File: config.mk
export PLATFORM = sky130hd
export DESIGN_NAME = utf8_to_utf16_decoder_core
export DESIGN_NICKNAME = d
export VERILOG_FILES = /design/src/rtl/utd_pkg.sv /design/src/rtl/utf8_to_utf16_decoder_core.sv /design/src/rtl/utd_decode.sv /design/src/rtl/utd_out_buf.sv
export SDC_FILE = /design/constraint.sdc
export NUM_CORES = 1
export LEC_CHECK = 0
export ABC_CLOCK_PERIOD_IN_PS = 4100
export BUFFER_PORTS_ARGS = -buffer_cell sky130_fd_sc_hd__buf_2
export CAP_MARGIN = 40
export CORE_AREA = 2 2 116 118
export CTS_CLUSTER_DIAMETER = 100
export DETAILED_ROUTE_END_ITERATION = 8
export DIE_AREA = 0 0 118 120
export MAX_ROUTING_LAYER = met4
export PLACE_DENSITY = 0.51
export SYNTH_ARGS = -nofsm -noshare
export SYNTH_HDL_FRONTEND = slang
export SYNTH_SLANG_ARGS = --single-unit
File: constraint.sdc
create_clock -name clock -period 4.1 [get_ports clock]
set_clock_uncertainty 0.1 [all_clocks]
set_input_delay 0.205 -clock clock [delete_from_list [all_inputs] [get_ports clock]]
set_output_delay 0.205 -clock clock [all_outputs]
set_load 0.005 [all_outputs]
File: src/rtl/utd_pkg.sv
// shared types and constants for the utf-8 to utf-16 decoder
package utd_pkg;

   // result codes carried on the error field
   typedef enum logic [2:0] {
      ERR_NONE      = 3'd0,
      ERR_BAD_LEAD  = 3'd1,
      ERR_BAD_TRAIL = 3'd2,
      ERR_SURROGATE = 3'd3,
      ERR_RANGE     = 3'd4,
      ERR_TRUNCATED = 3'd5
   } err_type;

   localparam int unsigned ACC_W       = 21;
   localparam logic [20:0] BMP_LIMIT   = 21'h010000;
   localparam logic [20:0] CODE_MAX    = 21'h10FFFF;
   localparam logic [20:0] SURR_FIRST  = 21'h00D800;
   localparam logic [20:0] SURR_LAST   = 21'h00DFFF;
   localparam logic [5:0]  HIGH_SURR_TAG = 6'b110110;
   localparam logic [5:0]  LOW_SURR_TAG  = 6'b110111;

   // one result item
   typedef struct packed {
      logic [15:0] code_unit;
      err_type     error_code;
      logic        last_of_run;
      logic        end_of_string;
   } rsp_type;

   // sequence state kept between bytes
   typedef struct packed {
      logic [ACC_W-1:0] acc;
      logic [1:0]       remain;
      logic             discard;
   } seq_type;

endpackage

File: src/rtl/utf8_to_utf16_decoder_core.sv
// top level of the utf-8 to utf-16 decoder
//
// Takes one UTF-8 byte per item on the req_ channel, with req_string_end
// marking the last byte of a string, and returns UTF-16 code units on the
// rsp_ channel. Most bytes of a multi-byte sequence give no result; the
// byte that completes a sequence gives one code unit, or two items (high
// then low surrogate) for a code point above 0xFFFF. Errors give one item
// with code unit zero; the rest of that string is then dropped.
// An accepted byte waits in the input register, is decoded combinationally
// and is written into a two-entry result queue that drives the rsp_
// channel. Throughput: one byte per cycle while the queue has room, set by
// the single decode stage between the input register and the queue. Queue
// space counts the item taken this cycle, so req_ready follows rsp_ready
// combinationally and a receiver that is always ready never stalls the input,
// surrogate pairs included; a pair puts two items on the result channel.
// Reset clears the sequence state, the input register and the queue.
// When the receiver stalls, the queue fills and req_ready drops; nothing
// is lost and the byte stays in the input register.
module utf8_to_utf16_decoder_core
   import utd_pkg::*;
(
   input  logic        clock,
   input  logic        reset,
   input  logic        req_valid,
   output logic        req_ready,
   input  logic [7:0]  req_in_byte,
   input  logic        req_string_end,
   output logic        rsp_valid,
   input  logic        rsp_ready,
   output logic [15:0] rsp_code_unit,
   output logic [2:0]  rsp_error_code,
   output logic        rsp_last_of_run,
   output logic        rsp_end_of_string
);

   logic       in_valid_ff;
   logic [7:0] in_byte_ff;
   logic       in_end_ff;
   logic       consume;
   logic [1:0] dec_count;
   rsp_type    dec_rsp0, dec_rsp1;
   seq_type    seq_state;
   rsp_type    head;
   logic       head_valid;
   logic [1:0] fill;
   logic [1:0] room;
   logic       pop;

   // space counts the item taken from the queue this cycle
   assign room      = 2'd2 - fill + {1'b0, pop};
   assign consume   = in_valid_ff && (dec_count <= room);
   assign req_ready = !in_valid_ff || consume;
   assign pop       = rsp_valid && rsp_ready;

   // input register
   always_ff @(posedge clock) begin
      if (reset) begin
         in_valid_ff <= 1'b0;
      end else if (req_ready) begin
         in_valid_ff <= req_valid;
      end
   end

   always_ff @(posedge clock) begin
      if (req_valid && req_ready) begin
         in_byte_ff <= req_in_byte;
         in_end_ff  <= req_string_end;
      end
   end

   utd_decode u_decode (
      .clock      (clock),
      .reset      (reset),
      .in_byte    (in_byte_ff),
      .string_end (in_end_ff),
      .advance    (consume),
      .rsp_count  (dec_count),
      .rsp0       (dec_rsp0),
      .rsp1       (dec_rsp1),
      .seq_state  (seq_state)
   );

   utd_out_buf u_out_buf (
      .clock      (clock),
      .reset      (reset),
      .push_count (consume ? dec_count : 2'd0),
      .push0      (dec_rsp0),
      .push1      (dec_rsp1),
      .pop        (pop),
      .head       (head),
      .head_valid (head_valid),
      .fill       (fill)
   );

   // result channel
   assign rsp_valid         = head_valid;
   assign rsp_code_unit     = head.code_unit;
   assign rsp_error_code    = head.error_code;
   assign rsp_last_of_run   = head.last_of_run;
   assign rsp_end_of_string = head.end_of_string;

   // queue never holds more than two items
   assert property (@(posedge clock) disable iff (reset) fill != 2'd3)
      else $error("result queue overfilled");

   // an item that does not end its run is always an error-free high surrogate
   assert property (@(posedge clock) disable iff (reset)
      rsp_valid && !rsp_last_of_run |->
         rsp_code_unit[15:10] == HIGH_SURR_TAG && rsp_error_code == ERR_NONE)
      else $error("non-final item is not a high surrogate");

   // error items carry a zero code unit and end their run
   assert property (@(posedge clock) disable iff (reset)
      rsp_valid && rsp_error_code != ERR_NONE |->
         rsp_code_unit == 16'h0000 && rsp_last_of_run)
      else $error("malformed error item");

   // no pending trailing bytes while a failed string is dropped
   assert property (@(posedge clock) disable iff (reset)
      seq_state.discard |-> seq_state.remain == 2'd0)
      else $error("discarding with an open sequence");

endmodule

File: src/rtl/utd_decode.sv
// byte decoder: sequence state registers and the per-byte decode logic
module utd_decode
   import utd_pkg::*;
(
   input  logic        clock,
   input  logic        reset,
   input  logic [7:0]  in_byte,
   input  logic        string_end,
   input  logic        advance,
   output logic [1:0]  rsp_count,
   output rsp_type     rsp0,
   output rsp_type     rsp1,
   output seq_type     seq_state
);

   seq_type          seq_ff;
   seq_type          seq_in;
   logic [ACC_W-1:0] acc_ext;
   logic [ACC_W-1:0] offs;
   logic [1:0]       remain_dec;

   assign seq_state  = seq_ff;
   assign acc_ext    = {seq_ff.acc[ACC_W-7:0], in_byte[5:0]};
   assign offs       = acc_ext - BMP_LIMIT;
   assign remain_dec = seq_ff.remain - 2'd1;

   // error item; callers clear the sequence, drop bytes unless it is the end byte
   function automatic rsp_type err_rsp(input err_type code, input logic eos);
      rsp_type r;
      r.code_unit     = 16'h0000;
      r.error_code    = code;
      r.last_of_run   = 1'b1;
      r.end_of_string = eos;
      return r;
   endfunction

   // decode one byte against the current state
   always_comb begin
      seq_in    = seq_ff;
      rsp_count = 2'd0;
      rsp0      = '0;
      rsp1      = '0;
      if (seq_ff.discard) begin
         if (string_end) begin
            seq_in.discard = 1'b0;
         end
      end else if (seq_ff.remain == 2'd0) begin
         if (!in_byte[7]) begin
            rsp_count          = 2'd1;
            rsp0.code_unit     = {8'h00, in_byte};
            rsp0.error_code    = ERR_NONE;
            rsp0.last_of_run   = 1'b1;
            rsp0.end_of_string = string_end;
         end else if (in_byte[7:5] == 3'b110 || in_byte[7:4] == 4'b1110 ||
                      in_byte[7:3] == 5'b11110) begin
            // lead byte of a multi-byte sequence
            if (string_end) begin
               rsp_count = 2'd1;
               rsp0      = err_rsp(ERR_TRUNCATED, 1'b1);
               seq_in    = '0;
            end else if (in_byte[7:5] == 3'b110) begin
               seq_in.acc    = {16'h0000, in_byte[4:0]};
               seq_in.remain = 2'd1;
            end else if (in_byte[7:4] == 4'b1110) begin
               seq_in.acc    = {17'h00000, in_byte[3:0]};
               seq_in.remain = 2'd2;
            end else begin
               seq_in.acc    = {18'h00000, in_byte[2:0]};
               seq_in.remain = 2'd3;
            end
         end else begin
            rsp_count      = 2'd1;
            rsp0           = err_rsp(ERR_BAD_LEAD, string_end);
            seq_in         = '0;
            seq_in.discard = !string_end;
         end
      end else if (in_byte[7:6] != 2'b10) begin
         rsp_count      = 2'd1;
         rsp0           = err_rsp(ERR_BAD_TRAIL, string_end);
         seq_in         = '0;
         seq_in.discard = !string_end;
      end else if (remain_dec != 2'd0) begin
         // more trailing bytes to come
         if (string_end) begin
            rsp_count = 2'd1;
            rsp0      = err_rsp(ERR_TRUNCATED, 1'b1);
            seq_in    = '0;
         end else begin
            seq_in.acc    = acc_ext;
            seq_in.remain = remain_dec;
         end
      end else begin
         // sequence complete
         seq_in    = '0;
         rsp_count = 2'd1;
         if (acc_ext < BMP_LIMIT) begin
            if (acc_ext >= SURR_FIRST && acc_ext <= SURR_LAST) begin
               rsp0           = err_rsp(ERR_SURROGATE, string_end);
               seq_in.discard = !string_end;
            end else begin
               rsp0.code_unit     = acc_ext[15:0];
               rsp0.error_code    = ERR_NONE;
               rsp0.last_of_run   = 1'b1;
               rsp0.end_of_string = string_end;
            end
         end else if (acc_ext > CODE_MAX) begin
            rsp0           = err_rsp(ERR_RANGE, string_end);
            seq_in.discard = !string_end;
         end else begin
            rsp_count          = 2'd2;
            rsp0.code_unit     = {HIGH_SURR_TAG, offs[19:10]};
            rsp0.error_code    = ERR_NONE;
            rsp0.last_of_run   = 1'b0;
            rsp0.end_of_string = 1'b0;
            rsp1.code_unit     = {LOW_SURR_TAG, offs[9:0]};
            rsp1.error_code    = ERR_NONE;
            rsp1.last_of_run   = 1'b1;
            rsp1.end_of_string = string_end;
         end
      end
   end

   // state update on each consumed byte
   always_ff @(posedge clock) begin
      if (reset) begin
         seq_ff <= '0;
      end else if (advance) begin
         seq_ff <= seq_in;
      end
   end

endmodule

File: src/rtl/utd_out_buf.sv
// two-entry result queue in front of the result channel
module utd_out_buf
   import utd_pkg::*;
(
   input  logic       clock,
   input  logic       reset,
   input  logic [1:0] push_count,
   input  rsp_type    push0,
   input  rsp_type    push1,
   input  logic       pop,
   output rsp_type    head,
   output logic       head_valid,
   output logic [1:0] fill
);

   rsp_type    q0_ff, q1_ff, q0_in, q1_in;
   logic [1:0] cnt_ff, cnt_in, rem_cnt;
   rsp_type    rem0;

   assign head       = q0_ff;
   assign head_valid = (cnt_ff != 2'd0);
   assign fill       = cnt_ff;

   // drop the head, then append new results behind what is left
   always_comb begin
      rem_cnt = cnt_ff - {1'b0, pop};
      rem0    = pop ? q1_ff : q0_ff;
      q0_in   = q0_ff;
      q1_in   = q1_ff;
      case (rem_cnt)
         2'd0: begin
            q0_in = push0;
            q1_in = push1;
         end
         2'd1: begin
            q0_in = rem0;
            q1_in = push0;
         end
         default: begin
            q0_in = q0_ff;
            q1_in = q1_ff;
         end
      endcase
      cnt_in = rem_cnt + push_count;
   end

   always_ff @(posedge clock) begin
      if (reset) begin
         cnt_ff <= 2'd0;
      end else begin
         cnt_ff <= cnt_in;
      end
   end

   // payload needs no reset
   always_ff @(posedge clock) begin
      q0_ff <= q0_in;
      q1_ff <= q1_in;
   end

endmodule
==> run summary <==
Total GRT Usage - 15.00%
Inst Count DP - 582
Worst rel slew slack - 49.89%
Worst Tran Pin Value - 0.7488 ns
CP arrival - 3.90 ns
Post-DRT Antenna Nets - 0
Ratio of cells with drive above 1 in the final layout - 20.88%
DR vias - 3063
Avg Inst Size Synth - 10.01 µm²
Num rows - 42
Initial antenna violation count - 0
Synth Cell Area - 3784 µm²
Number of global-route vias before repair - 2997
Die W - 118 µm
Worst hold path type - input pin to flip-flop
Pins Over Slew Limit - 0
Post-detail-place hpwl - 6.894 mm
Drt initial violations - 203
R2R depth - 15
Net Count, Synth - 399
Netlist cell types - 58
IO Count - 36
Post-CTS setup buffer count - 0
Leak - 1.792 nW
RSZ-0062 raised after global routing - false
Crit path kind - flip-flop to flip-flop
Fin util - 35.43%
Hold depth - 3
TNS Setup - 0 ns
CTS Buffer Depth - 2
Top FF cell, synth - edfxtp_1
Reg clk slew, reported paths - 0.06 ns
Layout Cell Area excl Fill - 4599 µm²
Grt ovf - 0
H-tree depth - 3
Post-synth ARST share - 0%
DR WL/cell - 15.68 µm
Final hold vios - 0
Dpl cell area - 4229 µm²
Final Non-Filler Cells - 607
Largest net degree at the start of global routing - 22
CTS tree - done
CTS buffer count - 9
Die Footprint - 14160 µm²
Max Fanout on Critical Path - 8
DRC viols - 0
Setup crit end kind - flip-flop
Outcome - completed
Req. time, crit path - 4.22 ns
Layout Nets - 447
PwrDens - 626.7 nW/µm²
First-pass GRT wire length - 15.98 mm
Antenna diodes - 0
DRT Wirelength - 9.516 mm
Critical Path Source Type - flip-flop
Die Height - 120 µm
Yosys reg bits - 72
Core area - 12980 µm²
Yosys warnings - 0
Vias per cell - 5.046
IO buf count - 35
Starting Density - 29.15%
Maximum vdd drop - 0.0003115 V
Hold Slack - 0.02776 ns
Final critical-path share of the clock period - 92.34%
Min Clock Period, post-route - 3.786 ns
Layout area overhead - 21.56%
Routability cong. - 0.8750
Count of final setup violators - 0
Clock tree root buffer cell - clkbuf_16
First-pass detailed-route iteration total - 4
Seq/Total Area, Yosys - 51.59%
Clk sinks - 72
Max cap viols - 0
Post-synth EDFFs - 51
Max frequency - 264.1 MHz
Syn Inst Count - 378
Clock insertion delay at the later pin of the skew report - 0.34 ns
placed cells by master, fill, tap and decap left out, types with 8 or more instances in the layout:
cell type,n
o211ai_1,8
o21ai_0,10
a21oi_1,23
edfxtp_1,51
dfxtp_1,21
ha_1,8
nand3_1,16
dlygate4sd3_1,9
buf_4,15
clkbuf_16,9
inv_1,15
nand2_1,69
a21o_1,8
nor2_1,23
buf_2,35
power breakdown:
group          internal (W)  switching [W]  leakage (nW)  total [W]
Clock              0.000464       0.000280         0.138   0.000744
Combinational      0.000342       0.000613         0.938   0.000954
Sequential          0.00111      0.0000723         0.715    0.00118
Total               0.00192       0.000965          1.79    0.00288
final timing paths:
check                        startpoint               endpoint  slack, ns
setup / recovery  u_decode.seq_state[8]      u_out_buf.fill[1]       0.31
hold reg to reg   u_decode.seq_state[2]  u_decode.seq_state[2]       0.42
hold / removal                req_valid            in_valid_ff       0.03
setup reg to reg  u_decode.seq_state[8]      u_out_buf.fill[1]       0.31
logic make-up after synthesis:
logic type                 share of synthesized area [%]
muxes                                             0.6282
AOI/OAI and AO/OA                                  19.74
buffers and inverters                              4.034
xor gates and xnor gates                           1.389
adders and majority gates                          2.646
DFF                                                51.59
and+or+nand+nor                                    19.97
stage by stage:
| step | total power (W) | worst slack [ns] |
|---|---|---|
| 3_5_place_dp | 0.002159 | 0.2605 |
| 4_1_cts | 0.002926 | 0.2564 |
| 3_3_place_gp | 0.002109 | 0.3159 |
| 5_1_grt | 0.003095 | 0.001208 |
| 2_1_floorplan | 0.001762 | 0.3605 |
| 6_report | 0.002882 | 0.3140 |
worst max-delay path, cell delays in order (launching register included):
cell and delay [ns]:
dfxtp_1 0.52, nand2_1 0.15, nor4_4 0.53, mux2i_2 0.36, nor3_1 0.14, a21o_1 0.22
or2_2 0.28, ha_1 0.27, nand2_1 0.05, o21ai_1 0.18, nand2_1 0.17, nor3_1 0.16
ha_1 0.18, xor2_1 0.17, xnor2_1 0.14, nor2_1 0.05
state kept, by name, indices dropped and copies added, names as in the netlist:
register and flops:
in_byte_ff 8, in_end_ff 1, in_valid_ff 1, u_decode.seq_state 18, u_out_buf.fill 2, u_out_buf.head 21
u_out_buf.q1_ff 21
metal layers:
layer | global-route usage (%) | routed length (µm)
met1 | 19.38 | 4537
met2 | 22.35 | 4263
met3 | 4.230 | 567
met4 | 5.798 | 147
met5 | - | 0
final cells by class:
type / count / area (µm²)
Clock buffer: 11 / 232.7
Clock inverter: 5 / 47.55
Timing Repair Buffer: 60 / 405.4
Tap cell: 176 / 220.2
Sequential cell: 72 / 1952
Inverter: 15 / 56.30
Fill cell: 1317 / 8381
Multi-Input combinational cell: 268 / 1685
cells in the mapped netlist (4+ instances only):
cell type	number	area [µm²]
a21o_1	8	60.06
a21oi_1	24	120.1
a22o_1	7	61.31
clkbuf_1	20	75.07
dfxtp_1	21	420.4
edfxtp_1	51	1531
ha_1	8	100.1
inv_1	15	56.30
nand2_1	69	259.0
nand2b_1	5	31.28
nand3_1	16	80.08
nand4_1	5	31.28
nor2_1	24	90.09
nor2b_1	4	25.02
nor3_1	7	35.03
o211ai_1	8	60.06
o21ai_0	11	55.05
o21ai_2	5	43.79
o31ai_1	7	52.55
xor2_1	4	35.03
timing repair:
action                                 CTS  global route
resized for setup                        0             1
setup endpoints to repair                0            16
hold buffers                             9             0
endpoints found under the hold margin    9             0
Power figures use the tool's default switching activity.
